$ cat src/hdl/ssseq_pkg.sv
// Shared types and constants for the converter soft-start sequencer.
package ssseq_pkg;

	localparam int unsigned CmdW    = 3;
	localparam int unsigned RefW    = 12;
	localparam int unsigned RampW   = 13;
	localparam int unsigned DelayW  = 16;
	localparam int unsigned CfgIdxW = 2;

	localparam logic [RampW-1:0]  RAMP_STEP        = RampW'(4);
	localparam logic [DelayW-1:0] ON_DELAY_RESET   = DelayW'(5000);
	localparam logic [DelayW-1:0] GOOD_DELAY_RESET = DelayW'(2000);

	typedef enum logic [2:0] {
		PH_INIT       = 3'd0,
		PH_LAUNCH     = 3'd1,
		PH_STANDBY    = 3'd2,
		PH_ON_DELAY   = 3'd3,
		PH_RAMP       = 3'd4,
		PH_GOOD_DELAY = 3'd5,
		PH_COMPLETE   = 3'd6,
		PH_FAULT      = 3'd7
	} phase_t;

	typedef enum logic [2:0] {
		ST_OFF     = 3'd0,
		ST_STANDBY = 3'd1,
		ST_START   = 3'd2,
		ST_ON      = 3'd3,
		ST_FAULT   = 3'd4
	} status_t;

	typedef enum logic [CmdW-1:0] {
		CMD_TICK        = 3'd0,
		CMD_ADC_SAMPLE  = 3'd1,
		CMD_SET_GO      = 3'd2,
		CMD_ENABLE      = 3'd3,
		CMD_DISABLE     = 3'd4,
		CMD_CLEAR_FAULT = 3'd5,
		CMD_FORCE_FAULT = 3'd6
	} cmd_t;

	typedef enum logic [CfgIdxW-1:0] {
		CFG_ON_DELAY   = 2'd0,
		CFG_GOOD_DELAY = 2'd1,
		CFG_SELF_START = 2'd2
	} cfg_idx_t;

	typedef struct packed {
		logic [CmdW-1:0] command;
		logic [RefW-1:0] target_reference;
	} in_item_t;

	typedef struct packed {
		logic [2:0]       phase;
		logic [2:0]       run_status;
		logic             pwm_output_on;
		logic             loop_on;
		logic             ramp_reference_used;
		logic [RampW-1:0] ramp_value;
		logic             fault_flag;
		logic             adc_seen_flag;
	} out_item_t;

	typedef struct packed {
		logic [DelayW-1:0] on_delay;
		logic [DelayW-1:0] good_delay;
		logic              self_start;
	} cfg_t;

	typedef struct packed {
		phase_t            phase;
		status_t           status;
		logic [DelayW-1:0] count;
		logic [RampW-1:0]  ramp;
		logic              enabled;
		logic              go;
		logic              fault;
		logic              adc_seen;
		logic              pwm_on;
		logic              loop_on;
		logic              ramp_used;
	} seq_state_t;

endpackage

$ cat src/hdl/converter_soft_start_sequencer.sv
// Top level of the converter soft-start sequencer.
//
// Each command item (tick, ADC sample, set go, enable, disable, clear fault or
// force fault) updates the sequencer state and yields
// exactly one result item reporting the state after the update: phase, status,
// PWM and loop enables, reference source and ramp value, fault and ADC-seen
// flags. The next state is formed by a short block of logic between the state
// registers and a one-entry result register, so a new item is taken every cycle
// while the command side is not stalled; its result appears on the cycle after
// acceptance. The command side is stalled only while the result register holds
// an item that the consumer is stalling; unused command code 7 changes nothing
// but still returns a result. Configuration (power-on delay, power-good delay,
// self-start) is written through a separate valid/ready port that is always
// ready, and should only be written while no item is in flight.
module converter_soft_start_sequencer import ssseq_pkg::*; (
	input  logic               clk,
	input  logic               arst_n,
	input  logic               cmd_valid,
	output logic               cmd_stall,
	input  in_item_t           cmd,
	output logic               res_valid,
	input  logic               res_stall,
	output out_item_t          res,
	input  logic               cfg_valid,
	output logic               cfg_ready,
	input  logic [CfgIdxW-1:0] cfg_index,
	input  logic [DelayW-1:0]  cfg_data
);

	cfg_t       cfg;
	seq_state_t state_q;
	seq_state_t state_nxt;
	out_item_t  res_q;
	logic       res_valid_q;
	logic       accept;

	// Configuration writes are always taken.
	assign cfg_ready = 1'b1;

	ssseq_cfg u_cfg (
		.clk      (clk),
		.arst_n   (arst_n),
		.wr_en    (cfg_valid & cfg_ready),
		.wr_index (cfg_index),
		.wr_data  (cfg_data),
		.cfg      (cfg)
	);

	ssseq_next u_next (
		.cur  (state_q),
		.item (cmd),
		.cfg  (cfg),
		.nxt  (state_nxt)
	);

	// The result register can take a new item unless it is full and stalled.
	assign cmd_stall = res_valid_q & res_stall;
	assign accept    = cmd_valid & ~cmd_stall;

	always_ff @(posedge clk or negedge arst_n) begin
		if (!arst_n) begin
			state_q <= '{phase: PH_INIT, status: ST_OFF, default: '0};
		end else if (accept) begin
			state_q <= state_nxt;
		end
	end

	always_ff @(posedge clk or negedge arst_n) begin
		if (!arst_n) begin
			res_valid_q <= 1'b0;
		end else if (accept) begin
			res_valid_q <= 1'b1;
		end else if (!res_stall) begin
			res_valid_q <= 1'b0;
		end
	end

	// The result payload reports the state after this item's update.
	always_ff @(posedge clk) begin
		if (accept) begin
			res_q.phase               <= state_nxt.phase;
			res_q.run_status          <= state_nxt.status;
			res_q.pwm_output_on       <= state_nxt.pwm_on;
			res_q.loop_on             <= state_nxt.loop_on;
			res_q.ramp_reference_used <= state_nxt.ramp_used;
			res_q.ramp_value          <= state_nxt.ramp;
			res_q.fault_flag          <= state_nxt.fault;
			res_q.adc_seen_flag       <= state_nxt.adc_seen;
		end
	end

	assign res_valid = res_valid_q;
	assign res       = res_q;

endmodule

$ cat src/hdl/ssseq_cfg.sv
// Configuration register file of the soft-start sequencer.
module ssseq_cfg import ssseq_pkg::*; (
	input  logic                clk,
	input  logic                arst_n,
	input  logic                wr_en,
	input  logic [CfgIdxW-1:0]  wr_index,
	input  logic [DelayW-1:0]   wr_data,
	output cfg_t                cfg
);

	cfg_t cfg_q;

	always_ff @(posedge clk or negedge arst_n) begin
		if (!arst_n) begin
			cfg_q.on_delay   <= ON_DELAY_RESET;
			cfg_q.good_delay <= GOOD_DELAY_RESET;
			cfg_q.self_start <= 1'b0;
		end else if (wr_en) begin
			unique case (wr_index)
				CFG_ON_DELAY:   cfg_q.on_delay   <= wr_data;
				CFG_GOOD_DELAY: cfg_q.good_delay <= wr_data;
				CFG_SELF_START: cfg_q.self_start <= wr_data[0];
				default: ;
			endcase
		end
	end

	assign cfg = cfg_q;

endmodule

$ cat src/hdl/ssseq_next.sv
// Next-state logic of the soft-start sequencer for one command.
module ssseq_next import ssseq_pkg::*; (
	input  seq_state_t cur,
	input  in_item_t   item,
	input  cfg_t       cfg,
	output seq_state_t nxt
);

	logic [RampW-1:0] ramp_inc;

	assign ramp_inc = cur.ramp + RAMP_STEP;

	always_comb begin
		nxt = cur;
		unique case (item.command)
			CMD_TICK: begin
				unique case (cur.phase)
					PH_INIT: begin
						nxt.count     = '0;
						nxt.ramp      = '0;
						nxt.loop_on   = 1'b0;
						nxt.ramp_used = 1'b0;
						nxt.status    = ST_OFF;
						nxt.phase     = PH_LAUNCH;
					end
					PH_LAUNCH: begin
						nxt.status = ST_OFF;
						nxt.phase  = PH_STANDBY;
					end
					PH_STANDBY: begin
						nxt.status  = ST_STANDBY;
						nxt.pwm_on  = 1'b0;
						nxt.loop_on = 1'b0;
						if (cur.enabled && cur.adc_seen && !cur.fault && cur.go) begin
							nxt.count = '0;
							nxt.phase = PH_ON_DELAY;
						end
					end
					PH_ON_DELAY: begin
						nxt.status = ST_START;
						if (cur.count > cfg.on_delay) begin
							nxt.ramp      = '0;
							nxt.ramp_used = 1'b1;
							nxt.count     = '0;
							nxt.phase     = PH_RAMP;
						end else begin
							nxt.count = cur.count + 1'b1;
						end
					end
					PH_RAMP: begin
						nxt.status  = ST_START;
						nxt.pwm_on  = 1'b1;
						nxt.loop_on = 1'b1;
						nxt.ramp    = ramp_inc;
						if (ramp_inc >= {1'b0, item.target_reference}) begin
							nxt.count = '0;
							nxt.phase = PH_GOOD_DELAY;
						end
					end
					PH_GOOD_DELAY: begin
						nxt.status = ST_START;
						if (cur.count > cfg.good_delay) begin
							nxt.count = '0;
							nxt.phase = PH_COMPLETE;
						end else begin
							nxt.count = cur.count + 1'b1;
						end
					end
					PH_COMPLETE: begin
						nxt.status    = ST_ON;
						nxt.ramp_used = 1'b0;
					end
					PH_FAULT: begin
						nxt.status   = ST_FAULT;
						nxt.fault    = 1'b1;
						nxt.adc_seen = 1'b0;
						nxt.phase    = PH_STANDBY;
					end
				endcase
				// The go request lasts one tick unless self-start holds it.
				if (cfg.self_start) begin
					nxt.enabled = 1'b1;
					nxt.go      = 1'b1;
				end else begin
					nxt.go = 1'b0;
				end
			end
			CMD_ADC_SAMPLE:  nxt.adc_seen = 1'b1;
			CMD_SET_GO:      nxt.go       = 1'b1;
			CMD_ENABLE:      nxt.enabled  = 1'b1;
			CMD_DISABLE:     nxt.enabled  = 1'b0;
			CMD_CLEAR_FAULT: nxt.fault    = 1'b0;
			CMD_FORCE_FAULT: begin
				nxt.fault = 1'b1;
				nxt.phase = PH_FAULT;
			end
			default: ;
		endcase
	end

endmodule

$ cat config.mk
export PLATFORM = sky130hd
export DESIGN_NAME = converter_soft_start_sequencer
export DESIGN_NICKNAME = d
export VERILOG_FILES = /design/src/hdl/ssseq_pkg.sv /design/src/hdl/converter_soft_start_sequencer.sv /design/src/hdl/ssseq_cfg.sv /design/src/hdl/ssseq_next.sv
export SDC_FILE = /design/constraint.sdc
export NUM_CORES = 1
export LEC_CHECK = 0
export BUFFER_PORTS_ARGS = -buffer_cell sky130_fd_sc_hd__buf_2
export CAP_MARGIN = 20
export CORE_ASPECT_RATIO = 1.25
export CORE_MARGIN = 4
export CORE_UTILIZATION = 60
export DETAILED_ROUTE_END_ITERATION = 12
export PLACE_DENSITY = 0.79
export SLEW_MARGIN = 5
export SYNTH_ARGS = -nofsm -noshare
export SYNTH_HDL_FRONTEND = slang
export SYNTH_SLANG_ARGS = --single-unit
$ cat constraint.sdc
create_clock -name clk -period 8.72 [get_ports clk]
set_clock_uncertainty 0.15 [all_clocks]
set_input_delay 1.744 -clock clk [delete_from_list [all_inputs] [get_ports clk]]
set_output_delay 1.744 -clock clk [all_outputs]
set_load 0.1 [all_outputs]
==> qor.yml, run 1 <==
fin_nets: 728
worstSetupStartpointType: "input port"
ir_worst_vdd_mv: 0.160
cts_made_buffers: 9
ys_ff_latch: 100
grt_max_degree: 77
grt_pass1_wl_um: 21300
die_h_um: 118
hpwlAfterDp_um: 9010
clk_pin_slew_ps: 60
ys.flop_type: "dfrtp_1"
post_cts_buffers: 0
final_core_util: 0.699
period_share: 0.488
grt_overflow_total: 0
io-pin-count: 65
clock_path_buffers: 2
setup_viol_count_final: 0
grt_usage: 0.232
clock_latency_ps: 340
leakagePower_nw: 3.04
cp-end-kind: "primary output"
routedWlPerCell_um: 16.1
cp.arrival_ps: 2360
hold_viol_final: 0
place_congestion: 0.843
dr.pass1.iters: 5
crit_fanout: 3
hp-class: "reg2reg"
synth_top_cell_by_area: "dfrtp_1"
synth_edf_count: 24
root_buffer: "clkbuf_16"
swShare: 0.362
switchingPower_w: 0.000562
ant_nets: 0
grt_pass1_vias: 4555
synth_sequential_area_ratio: 0.454
cts_sinks: 100
rsz0062_at_grt: "no"
fin_crit_ps: 4260
drtIter0Drc: 264
p_seq_frac: 0.420
synthCells: 592
antenna_found_initial: 0
async_flop_share: 0.760
die_x_um: 96.0
synth.cell_area_um2: 5810
relSlewSlack: 0.354
crit_type: "in2out"
synthDistinctLibCells: 60
synth_top_cell_area_share: 0.280
yosys_warnings: 0
syn_nets: 676
io_buffer_count: 63
p_per_area_nw_per_um2: 238
drive_above_1_share: 0.196
tns_ps: 0
synth_area_leaders: "dfrtp_1 28%, edfxtp_1 12%, ha_1 9.9%, dfstp_2 5.0%, mux2_2 4.6%"
drc: 0
core_area_um2: 9320
totalWireLength_um: 12400
status: "complete, no violations"
cts_hold_buffers: 0
tightest_slew_ps: 966
cts_resized: 0
fmax_mhz: 235
die_area_um2: 11300
start_util: 0.624
internal_power_w: 0.000990
avgViaCountPerCell: 5.91
area_delta_synth_final_pct: 12.1
pwr-share-clk: 0.263
slew_viol_final: 0
num_vias: 4563
tritoncts: "yes"
power_frac_comb: 0.317
avgSynthCellArea_um2: 9.82
drv_cap: 0
htree_levels: 3
diodes: 0
rows: 39
crit_required_ps: 6830
## state kept, by name (all words and copies together) (netlist names)
register,flops
state_q,42
res,24
u_cfg.cfg,33
res_valid,1
## cells in the mapped netlist, drive strengths merged (3+ instances only)
cell     count
nand2       66
dfrtp       65
inv         61
ha          46
o21ai       42
a21oi       33
edfxtp      24
mux2        24
nor2        24
clkbuf      21
a22o        16
a31oi       15
and3        13
nand3       13
dfstp       11
nand4       11
a22oi        9
nand2b       8
nor2b        8
o21a         7
buf          6
o31ai        6
xor2         6
a21o         5
a2bb2oi      5
nor4         4
nor3         3
nor3b        3
o211ai       3
o22a         3
xnor2        3
## cells by family after synthesis
logic type,after synthesis,share of synthesized area
buf+inv,89,0.0592
flops,100,0.454
simple gates,162,0.143
fa+ha+maj,46,0.0990
other cells,1,0.000645
xor+xnor,9,0.0136
compound gates,160,0.183
mux,25,0.0482
## power groups by stage
stage	Sequential [W]	Combinational, W	Clock (W)
final	0.000653	0.000493	0.000408
after global placement	0.000653	0.000466	0
after floorplan	0.000711	0.000314	0
after global routing	0.000663	0.000552	0.000433
after CTS	0.000650	0.000495	0.000414
after detailed placement	0.000658	0.000491	0
## routing by layer
| layer | vias up | GRT usage | share of wire |
|---|---|---|---|
| li1 | 2224 | - | - |
| met2 | 140 | 0.379 | 0.51 |
| met5 | - | 0 | 0 |
| met4 | 0 | 0.0934 | 0.025 |
| met3 | 30 | 0.0339 | 0.047 |
| met1 | 2169 | 0.306 | 0.42 |
## worst paths after layout
| check | start | to | slack, ps | cells past startpoint |
|---|---|---|---|---|
| min in group asynchronous | arst_n | res_valid$_DFFE_PN0P_ | 1450 | 2 |
| setup reg to reg | state_q[10]$_DFFE_PN0P_ | state_q[29]$_DFFE_PN0P_ | 5120 | 12 |
| hold reg to reg | u_cfg.cfg[6]$_DFFE_PN0P_ | u_cfg.cfg[6]$_DFFE_PN0P_ | 360 | 1 |
| max in group asynchronous | arst_n | u_cfg.cfg[28]$_DFFE_PN0P_ | 6300 | 2 |
| hold / removal | u_cfg.cfg[6]$_DFFE_PN0P_ | u_cfg.cfg[6]$_DFFE_PN0P_ | 360 | 1 |
| setup / recovery | res_stall | cmd_stall | 4460 | 4 |
## layout by cell type (no fill, tap or decap), types with 5 or more instances in the layout
| cell | n |
|---|---|
| a22oi_1 | 9 |
| a21oi_1 | 33 |
| o31ai_1 | 6 |
| clkbuf_16 | 9 |
| ha_1 | 46 |
| dfstp_2 | 11 |
| buf_2 | 63 |
| inv_1 | 61 |
| nand2b_1 | 8 |
| nand2_1 | 65 |
| buf_4 | 5 |
| nand4_1 | 9 |
| o21ai_0 | 41 |
| edfxtp_1 | 24 |
| xor2_1 | 6 |
| nand3_1 | 13 |
| nor2b_1 | 8 |
| dfrtp_1 | 65 |
| and3_1 | 12 |
| o21a_1 | 7 |
| nor2_1 | 24 |
| mux2_2 | 24 |
| a22o_1 | 16 |
| a2bb2oi_1 | 5 |
| a31oi_1 | 15 |
| a21o_1 | 5 |
## critical path, stage by stage
cell and delay, ps:
buf_2 80, nand2_1 70, inv_1 50, buf_2 410
## through the flow
stage / cells / area, um^2 / hold WS, ps / setup slack [ps] / power [W]
after floorplan: 592 / 5810 / 327 / 4370 / 0.00103
after global placement: 756 / 6210 / 341 / 4470 / 0.00112
after detailed placement: 756 / 6210 / 344 / 4450 / 0.00115
after CTS: 772 / 6520 / 359 / 4450 / 0.00156
after global routing: 772 / 6520 / 378 / 4430 / 0.00165
final: 772 / 6520 / 356 / 4460 / 0.00155
## layout make-up
class / instances / area (um^2)
clock inverter: 3 / 45.0
inverter: 62 / 233
fill: 709 / 2800
clock buffer: 13 / 260
sequential: 100 / 2640
timing repair buffer: 68 / 353
tap: 123 / 154
multi-input combinational: 403 / 2840
No activity file was read; power rests on OpenSTA's default activity.
==> run 2: changes to the inputs <==
--- a/config.mk
+++ b/config.mk
@@ -9,9 +9,9 @@
 export CAP_MARGIN = 20
 export CORE_ASPECT_RATIO = 1.25
 export CORE_MARGIN = 4
-export CORE_UTILIZATION = 60
+export CORE_UTILIZATION = 53
 export DETAILED_ROUTE_END_ITERATION = 12
-export PLACE_DENSITY = 0.79
+export PLACE_DENSITY = 0.74
 export SLEW_MARGIN = 5
 export SYNTH_ARGS = -nofsm -noshare
 export SYNTH_HDL_FRONTEND = slang
==> constraint.sdc (replaced) <==
create_clock -name clk -period 3.65 [get_ports clk]
set_clock_uncertainty 0.15 [all_clocks]
set_input_delay 0.73 -clock clk [delete_from_list [all_inputs] [get_ports clk]]
set_output_delay 0.73 -clock clk [all_outputs]
set_load 0.1 [all_outputs]
==> run 2 against run 1 <==
Design area rose by 0.79%. Global-route usage fell by 2.3 points. Combinational power rose by 140%. Non-clock buffer count rose by 2. Utilization fell by 8.4 points. First-iteration DRC count rose by 0.76%. Worst setup slack got worse by 4200 ps. Die area rose by 12%. Clock power rose to 2.6 times the previous value. Critical endpoint is now state_q[23]$_DFFE_PN0P_. Highest routed layer unchanged.
==> qor.yml, run 2 (synthesis results as in run 1) <==
status: "complete, no violations"
layout_common_cells: "65 x nand2_1, 65 x dfrtp_1, 62 x buf_2"
largest_reg_flops: 42
hp-class: "reg2reg"
ant_nets: 0
grt_pass1_vias: 4520
ir_worst_vdd_mv: 0.333
period_share: 0.927
root_buffer: "clkbuf_16"
clock_latency_ps: 350
cts_hold_buffers: 0
path_cells: "ha_2 > and3_1 > and3_1 > xnor2_1 > inv_1 > ha_1 > o2111ai_1 > a21o_1 > o211ai_1 > o21ai_2 > or4_1 > o21ai_0"
fmax_mhz: 296
cts_sinks: 100
setup_viol_count_final: 0
grt_usage: 0.209
cts_made_buffers: 9
diodes: 0
totalWireLength_um: 12900
rows: 42
clock_path_buffers: 2
crit_slowest_cell: "or4_1"
num_vias: 4613
tightest_slew_ps: 986
internal_power_w: 0.00242
crit_family: "simple AND/OR/NAND/NOR gates"
multi_input_area_um2: 2840
drtIter0Drc: 266
max_stage_delay_ps: 570
crit_required_ps: 3770
start_util: 0.545
grt_max_degree: 77
area_delta_synth_final_pct: 13.0
fin_total_pwr_w: 0.00380
clk_pin_slew_ps: 70
critPathMostFrequentCell: "and3_1"
crit_fanout: 18
regMostFlops: "state_q"
place_congestion: 0.865
path_buf_inv: 1
drive_above_1_share: 0.201
htree_levels: 3
power_frac_comb: 0.311
grt_overflow_total: 0
drc: 0
core_area_um2: 10700
cp-end-kind: "flip-flop"
dr.pass1.iters: 5
fillers: 917
dpl_worst_slack_ps: 245
hold_viol_final: 0
crit_type: "reg2reg"
io-pin-count: 65
hold-worst-slack_ps: 360
pwr-share-clk: 0.278
place_inst: 767
layout_setup_ws_ps: 267
post_cts_buffers: 0
die_h_um: 125
switchingPower_w: 0.00138
fin_crit_ps: 3380
routedWlPerCell_um: 16.5
ff_latch_area_um2: 2640
hpwlAfterDp_um: 9320
die_area_um2: 12700
antenna_found_initial: 0
p_seq_frac: 0.412
stdcell_count: 783
rsz0062_at_grt: "no"
die_x_um: 102
fin_nets: 730
grt_pass1_wl_um: 21400
io_buffer_count: 63
p_per_area_nw_per_um2: 578
tns_ps: 0
relSlewSlack: 0.343
swShare: 0.362
worstSetupStartpointType: "flip-flop"
cp.arrival_ps: 3510
avgViaCountPerCell: 5.89
leakagePower_nw: 3.07
drv_cap: 0
slew_viol_final: 0
tritoncts: "yes"
[run 2: metrics by stage]
stage               cell area, um^2  utilization
floorplan                      5810            -
global placement               6240        0.585
detailed placement             6240        0.585
CTS                            6570        0.616
global route                   6570        0.616
finish                         6570        0.616
[run 2: power groups by stage]
| stage | clock (W) | combinational [W] | sequential [W] |
|---|---|---|---|
| after floorplan | 0 | 0.000751 | 0.00170 |
| after global placement | 0 | 0.00113 | 0.00156 |
| after detailed placement | 0 | 0.00117 | 0.00157 |
| after CTS | 0.00106 | 0.00118 | 0.00156 |
| after global routing | 0.00111 | 0.00131 | 0.00159 |
| final | 0.00105 | 0.00118 | 0.00156 |
[run 2: worst paths after layout]
| path | from | end | slack (ps) | depth (start not counted) |
|---|---|---|---|---|
| max | state_q[10]$_DFFE_PN0P_ | state_q[23]$_DFFE_PN0P_ | 270 | 12 |
| min | u_cfg.cfg[3]$_DFFE_PN0P_ | u_cfg.cfg[3]$_DFFE_PN0P_ | 360 | 1 |
| max reg2reg | state_q[10]$_DFFE_PN0P_ | state_q[23]$_DFFE_PN0P_ | 270 | 12 |
| min reg2reg | u_cfg.cfg[3]$_DFFE_PN0P_ | u_cfg.cfg[3]$_DFFE_PN0P_ | 360 | 1 |
| max in group asynchronous | arst_n | u_cfg.cfg[12]$_DFFE_PN0P_ | 2310 | 1 |
| min in group asynchronous | arst_n | state_q[38]$_DFFE_PN0P_ | 370 | 1 |
[run 2: per-layer routing]
metal / vias up / GRT usage / wire length [um]
met4: 0 / 0.0681 / 210
met1: 2241 / 0.266 / 5490
met3: 18 / 0.0351 / 600
met2: 124 / 0.358 / 6600
met5: - / 0 / 0
li1: 2230 / - / -
[run 2: repair_timing]
item,in CTS,in global routing
resized for setup,0,1
setup endpoints to repair,0,2
endpoints found under the hold margin,0,0
[run 2: layout make-up]
class	instances	area share
Clock buffer	11	0.0369
Inverter	62	0.0354
Sequential cell	100	0.401
Tap cell	132	0.0251
Multi-Input combinational cell	403	0.432
Timing Repair Buffer	70	0.0564
Clock inverter	5	0.0126
